==> src/hdl/tkvp_pkg.sv <==
// Shared types, constants and key name table for the telemetry key/value parser.
`timescale 1ns / 1ps

package tkvp_pkg;

   // Default number of key characters kept
   localparam int KEY_CHARS_DEF = 7;
   // Longest name in the key table
   localparam int NAME_CHARS    = 4;
   localparam int NAME_COUNT    = 16;

   localparam int CSR_INDEX_W   = 8;
   localparam int CSR_DATA_W    = 8;

   // Configuration register indexes
   localparam logic [CSR_INDEX_W-1:0] CSR_LOSS_LIMIT = 8'd0;
   localparam logic [CSR_INDEX_W-1:0] CSR_ARC_CODE   = 8'd1;

   // Configuration reset values
   localparam logic [7:0] LOSS_LIMIT_RST = 8'd20;
   localparam logic [7:0] ARC_CODE_RST   = 8'd5;

   // Character codes
   localparam logic [7:0] CH_NUL   = 8'h00;
   localparam logic [7:0] CH_TAB   = 8'h09;
   localparam logic [7:0] CH_LF    = 8'h0A;
   localparam logic [7:0] CH_VT    = 8'h0B;
   localparam logic [7:0] CH_FF    = 8'h0C;
   localparam logic [7:0] CH_CR    = 8'h0D;
   localparam logic [7:0] CH_SPACE = 8'h20;
   localparam logic [7:0] CH_PLUS  = 8'h2B;
   localparam logic [7:0] CH_COMMA = 8'h2C;
   localparam logic [7:0] CH_MINUS = 8'h2D;
   localparam logic [7:0] CH_COLON = 8'h3A;
   localparam logic [7:0] CH_SEMI  = 8'h3B;

   // Field ids with side effects
   localparam logic [3:0] FID_V   = 4'd0;
   localparam logic [3:0] FID_ES  = 4'd2;
   localparam logic [3:0] FID_RDY = 4'd7;
   localparam logic [3:0] FID_ERR = 4'd12;

   // Value limits
   localparam logic [31:0] POS_MAX = 32'h7FFF_FFFF;
   localparam logic [35:0] MAG_MAX = 36'h0_8000_0000;

   // Key names, first character in the low byte
   localparam logic [31:0] NAME_TAB [NAME_COUNT] = '{
      32'h0000_0056, // V
      32'h0050_7356, // VsP
      32'h0000_5345, // ES
      32'h0000_6F50, // Po
      32'h0072_7453, // Str
      32'h0000_7055, // Up
      32'h006E_7744, // Dwn
      32'h0079_6452, // Rdy
      32'h0062_7250, // Prb
      32'h006C_6F43, // Col
      32'h0072_6F43, // Cor
      32'h006D_694C, // Lim
      32'h0072_7245, // Err
      32'h6761_6944, // Diag
      32'h0053_4849, // IHS
      32'h0000_6453  // Sd
   };
   localparam logic [2:0] NAME_LEN [NAME_COUNT] = '{
      3'd1, 3'd3, 3'd2, 3'd2, 3'd3, 3'd2, 3'd3, 3'd3,
      3'd3, 3'd3, 3'd3, 3'd3, 3'd3, 3'd4, 3'd3, 3'd2
   };

   typedef enum logic [1:0] {
      KIND_CHAR = 2'd0,
      KIND_EOL  = 2'd1,
      KIND_TICK = 2'd2,
      KIND_NONE = 2'd3
   } kind_type;

   typedef enum logic [2:0] {
      PH_SEEK = 3'd0,
      PH_KEY  = 3'd1,
      PH_VWS  = 3'd2,
      PH_VDIG = 3'd3,
      PH_TAIL = 3'd4
   } phase_type;

   typedef enum logic {
      RK_FIELD  = 1'b0,
      RK_STATUS = 1'b1
   } rkind_type;

   typedef struct packed {
      logic [7:0] loss_limit;
      logic [7:0] arc_code;
   } cfg_type;

   typedef struct packed {
      rkind_type          result_kind;
      logic [3:0]         field_id;
      logic signed [31:0] field_value;
      logic               arc_on;
      logic               link_lost;
      logic               line_valid;
   } rsp_type;

endpackage

==> src/hdl/tkvp_key_match.sv <==
// Key lookup against the 16 telemetry field names.
`timescale 1ns / 1ps

module tkvp_key_match #(
   parameter int KEY_CHARS = tkvp_pkg::KEY_CHARS_DEF,
   parameter int LENW      = $clog2(KEY_CHARS + 1)
) (
   input  logic [7:0]      key_chars [KEY_CHARS],
   input  logic [LENW-1:0] key_len,
   output logic            hit,
   output logic [3:0]      field_id
);
   import tkvp_pkg::*;

   logic name_eq [NAME_COUNT];

   // Per-name compare: length equal and the first name_len bytes equal
   always_comb begin
      for (int i = 0; i < NAME_COUNT; i++) begin
         name_eq[i] = (LENW'(NAME_LEN[i]) == key_len);
         for (int j = 0; j < NAME_CHARS; j++) begin
            if (3'(j) < NAME_LEN[i] && key_chars[j] != NAME_TAB[i][8*j +: 8]) begin
               name_eq[i] = 1'b0;
            end
         end
      end
   end

   // Lowest matching id wins
   always_comb begin
      hit      = 1'b0;
      field_id = '0;
      for (int i = NAME_COUNT - 1; i >= 0; i--) begin
         if (name_eq[i]) begin
            hit      = 1'b1;
            field_id = 4'(i);
         end
      end
   end

endmodule

==> src/hdl/tkvp_parser.sv <==
// Line parser state, value accumulator, link loss counter and result formation.
`timescale 1ns / 1ps

module tkvp_parser #(
   parameter int KEY_CHARS = tkvp_pkg::KEY_CHARS_DEF
) (
   input  logic              clock,
   input  logic              reset,
   input  logic              step,
   input  logic [1:0]        kind,
   input  logic [7:0]        char_code,
   input  tkvp_pkg::cfg_type cfg,
   output logic              res_valid,
   output tkvp_pkg::rsp_type res
);
   import tkvp_pkg::*;

   localparam int LENW = $clog2(KEY_CHARS + 1);
   localparam int IDXW = $clog2(KEY_CHARS);

   // State registers
   phase_type        phase_ff, phase_in;
   logic [7:0]       key_ff [KEY_CHARS];
   logic [LENW-1:0]  key_len_ff, key_len_in;
   logic [31:0]      accum_ff, accum_in;
   logic             neg_ff, neg_in;
   logic             dead_ff, dead_in;
   logic             crit_ff, crit_in;
   logic [31:0]      seq_ff, seq_in;
   logic [7:0]       tick_ff, tick_in;
   logic             lost_ff, lost_in;

   // Key write port
   logic             key_we;
   logic [IDXW-1:0]  key_widx;

   // Decode and commit
   kind_type         kind_t;
   logic             is_eol, is_chr, value_ph, is_sep, is_digit, is_letter, is_ws;
   logic             commit, hit, fire, line_ok;
   logic [3:0]       fid;
   logic [31:0]      commit_val;
   logic [35:0]      mul_acc;
   logic [7:0]       tick_inc;

   tkvp_key_match #(
      .KEY_CHARS (KEY_CHARS),
      .LENW      (LENW)
   ) u_key_match (
      .key_chars (key_ff),
      .key_len   (key_len_ff),
      .hit       (hit),
      .field_id  (fid)
   );

   // Character classes
   always_comb begin
      kind_t    = kind_type'(kind);
      is_eol    = (kind_t == KIND_EOL) || (kind_t == KIND_CHAR && char_code == CH_LF);
      is_chr    = (kind_t == KIND_CHAR) && (char_code != CH_LF) && (char_code != CH_CR)
                  && !dead_ff;
      value_ph  = phase_ff inside {PH_VWS, PH_VDIG, PH_TAIL};
      is_sep    = (char_code == CH_COMMA) || (char_code == CH_SEMI);
      is_digit  = char_code inside {[8'h30:8'h39]};
      is_letter = char_code inside {[8'h41:8'h5A], [8'h61:8'h7A]};
      is_ws     = char_code inside {CH_SPACE, CH_TAB, CH_VT, CH_FF};
   end

   // Decimal accumulate (x10 as shift-add) and signed commit value
   always_comb begin
      mul_acc    = {1'b0, accum_ff, 3'b000} + {3'b000, accum_ff, 1'b0}
                   + {32'd0, char_code[3:0]};
      commit_val = neg_ff ? (32'd0 - accum_ff) : (accum_ff[31] ? POS_MAX : accum_ff);
      commit     = value_ph && ((is_eol && !dead_ff)
                                || (is_chr && (char_code == CH_NUL || is_sep)));
      fire       = commit && hit;
      tick_inc   = (tick_ff != 8'hFF) ? tick_ff + 8'd1 : tick_ff;
   end

   // Next state and result
   always_comb begin
      phase_in   = phase_ff;
      key_len_in = key_len_ff;
      accum_in   = accum_ff;
      neg_in     = neg_ff;
      dead_in    = dead_ff;
      crit_in    = crit_ff;
      seq_in     = seq_ff;
      tick_in    = tick_ff;
      lost_in    = lost_ff;
      key_we     = 1'b0;
      key_widx   = key_len_ff[IDXW-1:0];
      res_valid  = 1'b0;
      line_ok    = 1'b0;
      res        = '0;

      // Effects of a committed known pair
      if (fire && fid == FID_ES) begin
         seq_in = commit_val;
      end
      if (fire && (fid == FID_V || fid == FID_RDY || fid == FID_ERR)) begin
         crit_in = 1'b1;
      end

      if (kind_t == KIND_TICK) begin
         tick_in   = tick_inc;
         lost_in   = lost_ff || (tick_inc > cfg.loss_limit);
         res_valid = 1'b1;
         res.result_kind = RK_STATUS;
      end else if (is_eol) begin
         line_ok    = crit_in;
         if (line_ok) begin
            tick_in = '0;
            lost_in = 1'b0;
         end
         phase_in   = PH_SEEK;
         key_len_in = '0;
         dead_in    = 1'b0;
         crit_in    = 1'b0;
         res_valid  = 1'b1;
         res.result_kind = fire ? RK_FIELD : RK_STATUS;
         res.line_valid  = line_ok;
      end else if (is_chr) begin
         res_valid       = fire;
         res.result_kind = RK_FIELD;
         if (char_code == CH_NUL) begin
            phase_in = PH_SEEK;
            dead_in  = 1'b1;
         end else begin
            case (phase_ff)
               PH_SEEK: begin
                  if (is_letter) begin
                     key_we     = 1'b1;
                     key_widx   = '0;
                     key_len_in = LENW'(1);
                     phase_in   = PH_KEY;
                  end
               end
               PH_KEY: begin
                  if (char_code == CH_COLON) begin
                     accum_in = '0;
                     neg_in   = 1'b0;
                     phase_in = PH_VWS;
                  end else if (key_len_ff < LENW'(KEY_CHARS)) begin
                     key_we     = 1'b1;
                     key_len_in = key_len_ff + LENW'(1);
                  end
               end
               PH_VWS: begin
                  if (is_sep) begin
                     phase_in = PH_SEEK;
                  end else if (is_ws) begin
                     phase_in = PH_VWS;
                  end else if (char_code == CH_PLUS) begin
                     phase_in = PH_VDIG;
                  end else if (char_code == CH_MINUS) begin
                     neg_in   = 1'b1;
                     phase_in = PH_VDIG;
                  end else if (is_digit) begin
                     accum_in = {28'd0, char_code[3:0]};
                     phase_in = PH_VDIG;
                  end else begin
                     phase_in = PH_TAIL;
                  end
               end
               PH_VDIG: begin
                  if (is_sep) begin
                     phase_in = PH_SEEK;
                  end else if (is_digit) begin
                     accum_in = (mul_acc > MAG_MAX) ? MAG_MAX[31:0] : mul_acc[31:0];
                  end else begin
                     phase_in = PH_TAIL;
                  end
               end
               PH_TAIL: begin
                  if (is_sep) begin
                     phase_in = PH_SEEK;
                  end
               end
               default: begin
                  phase_in = PH_SEEK;
               end
            endcase
         end
      end

      // Payload of a field update; status fields follow the updated state
      if (res.result_kind == RK_FIELD) begin
         res.field_id    = fid;
         res.field_value = commit_val;
      end
      res.arc_on    = (seq_in == {24'd0, cfg.arc_code});
      res.link_lost = lost_in;
   end

   // Control state
   always_ff @(posedge clock) begin
      if (reset) begin
         phase_ff   <= PH_SEEK;
         key_len_ff <= '0;
         dead_ff    <= 1'b0;
         crit_ff    <= 1'b0;
         seq_ff     <= '0;
         tick_ff    <= '0;
         lost_ff    <= 1'b0;
      end else if (step) begin
         phase_ff   <= phase_in;
         key_len_ff <= key_len_in;
         dead_ff    <= dead_in;
         crit_ff    <= crit_in;
         seq_ff     <= seq_in;
         tick_ff    <= tick_in;
         lost_ff    <= lost_in;
      end
   end

   // Key buffer and value payload
   always_ff @(posedge clock) begin
      if (step) begin
         accum_ff <= accum_in;
         neg_ff   <= neg_in;
         if (key_we) begin
            key_ff[key_widx] <= char_code;
         end
      end
   end

endmodule

==> src/hdl/telemetry_key_value_parser_top.sv <==
// Top level: handshakes, configuration registers and the result register.
// A result appears on rsp_* in the cycle after its input transfer.
// Throughput: one item per cycle unless rsp_ready stalls; each character is
// handled in its transfer cycle; the result register decouples the two sides.
// Reset (synchronous, active high) returns the parser to key search, clears
// the tick counter, loss flag and stored sequence state, and restores the
// loss limit to 20 and the arc state code to 5.
`timescale 1ns / 1ps

module telemetry_key_value_parser_top #(
   parameter int KEY_CHARS = tkvp_pkg::KEY_CHARS_DEF
) (
   input  logic                             clock,
   input  logic                             reset,
   // Input channel
   input  logic                             req_valid,
   output logic                             req_ready,
   input  logic [1:0]                       req_kind,
   input  logic [7:0]                       req_char_code,
   // Result channel
   output logic                             rsp_valid,
   input  logic                             rsp_ready,
   output logic                             rsp_result_kind,
   output logic [3:0]                       rsp_field_id,
   output logic signed [31:0]               rsp_field_value,
   output logic                             rsp_arc_on,
   output logic                             rsp_link_lost,
   output logic                             rsp_line_valid,
   // Configuration channel
   input  logic                             csr_valid,
   output logic                             csr_ready,
   input  logic [tkvp_pkg::CSR_INDEX_W-1:0] csr_index,
   input  logic [tkvp_pkg::CSR_DATA_W-1:0]  csr_data
);
   import tkvp_pkg::*;

   cfg_type  cfg_ff;
   logic     rsp_valid_ff;
   rsp_type  rsp_ff;
   logic     step;
   logic     res_valid;
   rsp_type  res;

   // Configuration registers; writes always taken
   assign csr_ready = 1'b1;

   always_ff @(posedge clock) begin
      if (reset) begin
         cfg_ff.loss_limit <= LOSS_LIMIT_RST;
         cfg_ff.arc_code   <= ARC_CODE_RST;
      end else if (csr_valid) begin
         case (csr_index)
            CSR_LOSS_LIMIT: cfg_ff.loss_limit <= csr_data;
            CSR_ARC_CODE:   cfg_ff.arc_code   <= csr_data;
            default: ;
         endcase
      end
   end

   // Accept while the result register is empty or being drained
   assign req_ready = !rsp_valid_ff || rsp_ready;
   assign step      = req_valid && req_ready;

   tkvp_parser #(
      .KEY_CHARS (KEY_CHARS)
   ) u_parser (
      .clock     (clock),
      .reset     (reset),
      .step      (step),
      .kind      (req_kind),
      .char_code (req_char_code),
      .cfg       (cfg_ff),
      .res_valid (res_valid),
      .res       (res)
   );

   // Result register
   always_ff @(posedge clock) begin
      if (reset) begin
         rsp_valid_ff <= 1'b0;
      end else if (step) begin
         rsp_valid_ff <= res_valid;
      end else if (rsp_ready) begin
         rsp_valid_ff <= 1'b0;
      end
   end

   always_ff @(posedge clock) begin
      if (step && res_valid) begin
         rsp_ff <= res;
      end
   end

   assign rsp_valid       = rsp_valid_ff;
   assign rsp_result_kind = rsp_ff.result_kind;
   assign rsp_field_id    = rsp_ff.field_id;
   assign rsp_field_value = rsp_ff.field_value;
   assign rsp_arc_on      = rsp_ff.arc_on;
   assign rsp_link_lost   = rsp_ff.link_lost;
   assign rsp_line_valid  = rsp_ff.line_valid;

endmodule
==> config.mk <==
export PLATFORM = sky130hd
export DESIGN_NAME = telemetry_key_value_parser_top
export DESIGN_NICKNAME = d
export VERILOG_FILES = /design/src/hdl/tkvp_pkg.sv /design/src/hdl/tkvp_key_match.sv /design/src/hdl/tkvp_parser.sv /design/src/hdl/telemetry_key_value_parser_top.sv
export SDC_FILE = /design/constraint.sdc
export NUM_CORES = 1
export LEC_CHECK = 0
export ABC_AREA = 1
export BUFFER_PORTS_ARGS = -buffer_cell sky130_fd_sc_hd__buf_2
export CAP_MARGIN = 40
export CORE_ASPECT_RATIO = 1.5
export CORE_MARGIN = 2
export CORE_UTILIZATION = 59
export CTS_CLUSTER_DIAMETER = 100
export DETAILED_ROUTE_END_ITERATION = 12
export PLACE_DENSITY_LB_ADDON = 0.08
export SETUP_SLACK_MARGIN = 0.15
export SYNTH_ARGS = -nofsm -noshare
export SYNTH_HDL_FRONTEND = slang
export SYNTH_SLANG_ARGS = --single-unit
==> constraint.sdc <==
create_clock -name clock -period 5 [get_ports clock]
set_clock_uncertainty 0.05 [all_clocks]
set_input_delay 0.75 -clock clock [delete_from_list [all_inputs] [get_ports clock]]
set_output_delay 0.75 -clock clock [all_outputs]
set_load 0.01 [all_outputs]
Word level (Yosys, flattened, before mapping)
Cells that the tools add are included.

Add/sub/neg operators: 5. Magnitude comparators: 11. Eq/ne operators: 75. Muxes and demuxes: 150. Bitwise operators: 4. Reductions and logical operators: 52.

Operator list (number): 32-bit 2-to-1 mux (11); 8-bit by 7-bit inequality test with 1-bit output, second input constant (30); 32-bit case mux with 3 select lines (1); 1-bit 2-to-1 mux (86); 3-bit 2-to-1 mux (24); 4-bit 2-to-1 mux (16); 56-bit bitwise mux (1); 8-bit by 6-bit equality test with 1-bit output, second input constant (6); 8-bit 2-to-1 mux (5); 35-bit by 33-bit adder with 36-bit output (1); 36-bit by 4-bit adder with 36-bit output (1); 36-bit by 32-bit > comparator with 1-bit output, second input constant (1); 32-bit by 8-bit equality test with 1-bit output (1); 8-bit by 4-bit equality test with 1-bit output, second input constant (4); 1-bit by 32-bit subtractor with 32-bit output, first input constant (1); 31-bit 2-to-1 mux (1); 8-bit demux with 3-bit select (1); 8-bit by 7-bit >= comparator with 1-bit output, second input constant (2); 8-bit by 7-bit <= comparator with 1-bit output, second input constant (2); 1-bit logical AND (16); 8-bit zero test (2); 8-bit by 4-bit inequality test with 1-bit output, second input constant (2); 3-bit case mux with 5 select lines (1); 14-bit AND reduction (1); other kinds (47) (80).

Flip-flop bits (word level): 195. Input port bits: 31. Output and inout bits: 43. Logic and storage cells: 322.

Longest topological paths before layout
Depth after elaboration: 27. Depth in mapped cells: 24. Gate-level depth less buffers: 23.

Modules after synthesis
A second synthesis with hierarchy kept.

Cells, all modules: 2021. Area, all modules: 13774.5 sq um.

By module, submodules not included: tkvp_parser (instances 1, cells an instance 1705, area each 11034.3 sq um); telemetry_key_value_parser_top (instances 1, cells an instance 155, area each 2008.2 sq um); tkvp_key_match (instances 1, cells an instance 161, area each 732.0 sq um).

Worst setup path after synthesis
OpenSTA, ideal clock, no wires.

Kind: input port to flip-flop. From: input port req_char_code[0]. To: register rsp_ff (netlist bit rsp_arc_on) (enable). Library setup time: 0.452 ns. Data arrival time: 3.684 ns. Slack: 0.814 ns. Stages: 10. Buffers on the path: 1. Cells stage by stage: buf_2 nor2_1 nand2_1 nor2_1 inv_1 nor2_2 nor2_1 nand2_1 nand4_1 a21oi_1.

Longest elaborated chain between the ends: 12. Elaborated cells on any way between the ends: 22. Those cells by class: 5 x eq/ne; 3 x mux; 14 x reduce/logical.

Ends and longest elaborated chain: start: declaration (line telemetry_key_value_parser_top.sv:19) `input logic [7:0] req_char_code,`; 8-bit by 4-bit inequality test with 1-bit output (line tkvp_parser.sv:60) `is_chr = (kind_t == KIND_CHAR) && (char_code != CH_LF) && (char_code != CH_CR)`; 1-bit logical AND (2 in a row) (line tkvp_parser.sv:60); 1-bit logical AND (line tkvp_parser.sv:61) `&& !dead_ff;`; 1-bit logical AND (line tkvp_parser.sv:75) `|| (is_chr && (char_code == CH_NUL || is_sep)));`; 1-bit logical OR (line tkvp_parser.sv:75); 1-bit logical AND (line tkvp_parser.sv:74) `commit = value_ph && ((is_eol && !dead_ff)`; 1-bit logical AND (line tkvp_parser.sv:76) `fire = commit && hit;`; 1-bit 2-to-1 mux (line tkvp_parser.sv:123) `end else if (is_chr) begin`; 1-bit 2-to-1 mux (*) (line tkvp_parser.sv:110) `end else if (is_eol) begin`; 1-bit 2-to-1 mux (*) (line tkvp_parser.sv:105) `if (kind_t == KIND_TICK) begin`; 1-bit logical AND (*) (line telemetry_key_value_parser_top.sv:89) `if (step && res_valid) begin`; end signal: assignment (line telemetry_key_value_parser_top.sv:90) `rsp_ff <= res;`; end: declaration (line telemetry_key_value_parser_top.sv:39) `rsp_type rsp_ff;`.

Every way passes the cells marked *; elsewhere a longest branch is shown, timed or not. A chain may end at the register's enable or synchronous reset.

==> key figures <==
Worst setup path
  • CP max stage cell: nor2_1
  • CP Cell Sequence: ha_1, ha_1, nand3_1, nor2_1, nand2_1, nor2_1, nor2_1, nand2_1, nor2_1, nand2_2, nand3_4, nor2_8, nand2_4, o21ai_2, nand2_1, nor2_1, nand2_1, nor2_1, nand2_1, nor2_2
  • CP max stage delay: 0.44 ns
  • Arrival @ worst endpoint: around 4.2 ns
  • Worst Path Buf+Inv: 0
  • Worst setup EP type: flop
  • Worst-path maximum fanout: 33
  • Worst setup startpoint: u_parser.key_len_ff[0]
  • Startpoint types: flop
  • CP top delay family: simple AND/OR/NAND/NOR gates
  • Critical Path RT: 5.25 ns
  • Critical Path Most Common Cell: nor2_1
  • Critical register-to-register path startpoint: u_parser.key_len_ff[0]
  • Kind of critical path: flop to flop

Floorplanning
  • Die footprint: 22200 µm²
  • Chip width: 122.3 µm
  • I/O Pins: 74
  • Die Span Y: roughly 180 µm
  • Initial Util: 60.45%
  • Core area: 20500 µm²
  • Row cnt: 64

Yosys
  • Post-synth EDFFs: 105
  • Yosys cell types: 59
  • Post-Syn Nets: 1873
  • Top_reg_cell synth: edfxtp_1
  • Xor/xnor share of the synthesized area: 1.838%
  • Cell taking the most area after synthesis: edfxtp_1
  • Ranking of synthesized cells by area: edfxtp_1, nand2_1, dfxtp_1
  • Largest family of logic cells by synthesized area: simple AND/OR/NAND/NOR gates
  • Post-Synth Simple-Gate Area: 30.72%
  • Synth warn: 0
  • Post-synthesis adder-cell area fraction: 8.300%
  • Cells after Synth: 1761
  • Synth Register Bits: 171
  • Synth Area in Compound Gates: 13.44%
  • Post-synthesis mux area share: 0%
  • Post-synthesis average cell area: 7.037 µm²
  • Seq/Total Area, Yosys: 36.11%
  • Ys async rst share: 0%
  • Synth top area share: 25.44%
  • Post-Synthesis Cell Area: 12390 µm²

Timing
  • Worst slew margin: 52.77%
  • Setup_tns: 0 ns
  • Slew @ Worst Pin: 0.7059 ns
  • RSZ-0062 raised after global routing: no
  • Min Tclk post-route: 3.980 ns
  • Final hold vios: 0
  • Tcrit/Tclk final: 79.60%
  • Final-report max-slew violation count: 0
  • Final setup vio count: 0
  • Fmax: 0.2512 GHz

Routing
  • Final WL: 36510 µm
  • Vias post-DR: 12130
  • Drc violations: 0
  • Initial DRC Count: roughly 970
  • Antenna-violating nets left: 0
  • Routed vias/inst: 5.772
  • First-pass DRT Iterations: 5
  • Routed wire per std cell: around 17 µm

Layout
  • Most frequent cells in the layout: nand2_1, nor2_1, inv_1, o21ai_0, nand3_1
  • Fillers: 1911
  • Fraction of layout cells with a size suffix above 1: between 8 and 9%
  • Syn-to-layout area delta: 9.430%
  • # nets final: about 1900
  • Most common cell after layout, fill and taps aside: nand2_1
  • Antenna cell count: 0

GRT
  • Overflow after GRT: 0
  • Number of global-route vias before repair: 11990
  • Antenna violations before repair: 0
  • First-pass GRT wire length: 59290 µm
  • Total track usage: 34.25%
  • Largest net degree at the start of global routing: 68

CTS
  • Post-CTS sizing: 0
  • Post-CTS Repair Setup Buffers: 0
  • Hold buffers post-CTS: 0
  • CTS buffer count: 17
  • Clk_lat worst skew: approximately 0.44 ns
  • Root Buffer Master: clkbuf_16
  • Clock-pin transition on the worst setup and hold timing paths: roughly 0.070 ns
  • H-tree depth: 4
  • Clock sink count: between 150 and 200
  • Clock Path Buffers: 2
  • CTS tree: built

Outcome
  • Status: finished clean

Min path
  • Hold Path Class: flop to flop
  • Hold Crit Start: cfg_ff[13]

Power and ir drop
  • Peak supply drop: ~200 µV
  • Pwr dens: ~230 nW/µm²
  • LEAKAGE: 6.330 nW
  • Power, Total: roughly 0.0031 W

Placement
  • Gp weighted congestion: between 0.9 and 1
  • # port buffers: 72
  • Placed wire-length estimate: between 20000 and 30000 µm

Flow run
  • Max Cap Viol: 0
-- path summary, 6_finish.rpt --
path	to	slack, ns	depth (start not counted)
max	rsp_arc_on	1.02	20
min	cfg_ff[13]	0.42	2
max reg2reg	rsp_arc_on	1.02	20
min reg2reg	cfg_ff[13]	0.42	2
-- sequential cells by signal (all words and copies together) (netlist names), 4 cells and up --
signal / cells
cfg_ff: 16
rsp_field_id: 4
rsp_field_value: 32
u_parser.accum_ff: 32
u_parser.key_ff: 32
u_parser.seq_ff: 32
u_parser.tick_ff: 8
-- cell families (layout without fill, tap and decap cells) --
family | after synthesis | after routing
and+or+nand+nor | 879 | 879
AOI/OAI and AO/OA | 302 | 302
buffers and inverters | 301 | 378
DFF | 171 | 171
adders and majority gates | 81 | 81
xor gates and xnor gates | 26 | 26
other | 1 | 1
-- cells in the mapped netlist, types with 2 or more instances --
cell      number
xor2_1        17
nor2_1       258
nor3_4         2
nor2_4         4
a211oi_1       5
o21a_1         9
o21ai_1        3
dfxtp_1       66
nor3_1        28
xnor2_1        9
nor2_2        11
nand3_1      123
a21o_1         9
a21boi_0       2
o221ai_1       2
a31oi_1       10
or2_2          5
o21ai_0      126
o211ai_1       5
nand2_1      383
ha_1          79
a21oi_1      114
nand2_2        5
fa_1           2
edfxtp_1     105
clkinv_1       2
nand4_1       32
inv_1        250
inv_2         11
nor4_1         5
buf_6          5
clkbuf_1      24
o31a_1         2
o31ai_1        3
buf_2          5
nor3b_1        2
o21bai_1       2
buf_4          3
nand3b_1      12
nand2_4        2
-- report_power, final --
| part | total (W) | switching, W | leakage [nW] | internal (W) |
|---|---|---|---|---|
| sequential | 0.00156 | 0.0000230 | 1.54 | 0.00153 |
| combinational | 0.000280 | 0.000190 | 4.51 | 0.0000900 |
| clock | 0.00130 | 0.000637 | 0.280 | 0.000664 |
| total | 0.00314 | 0.000851 | 6.33 | 0.00229 |
-- through the flow --
stage	hold WS [ns]	utilization [%]	instances	worst slack (ns)	cell area [µm²]
6_report	0.4245	66.15	2102	1.020	13560
3_3_place_gp	0.4042	63.29	2069	0.8189	12970
3_5_place_dp	0.4101	63.32	2070	0.7194	12980
4_1_cts	0.4217	66.15	2102	1.078	13560
2_1_floorplan	0.3853	-	1761	0.8142	12390
5_1_grt	0.4457	66.15	2102	0.6797	13560
-- metal layers --
metal	vias to the layer above	GRT usage [%]	part of all wire, %
met5	-	0	0
li1	5961	-	-
met3	174	6.910	5.9
met2	475	60.73	51
met4	0	22.30	7.5
met1	5523	36.00	36
-- worst min-delay path, stage by stage, from the launching register on --
cell and delay, ns:
dfxtp_1 0.30, inv_1 0.07, a21oi_1 0.06
-- cell type report --
| class | instances | area [µm²] | share of cell area [%] |
|---|---|---|---|
| repair buffers | 83 | 440.4 | 3.248 |
| well taps | 264 | 330.3 | 2.436 |
| clock buffers | 17 | 425.4 | 3.137 |
| multi-input cells | 1289 | 6748 | 49.76 |
| inverters | 263 | 987.2 | 7.280 |
| flip-flops and latches | 171 | 4474 | 33.00 |
| clock inverters | 15 | 155.1 | 1.144 |
No activity file was read; power rests on OpenSTA's default activity.
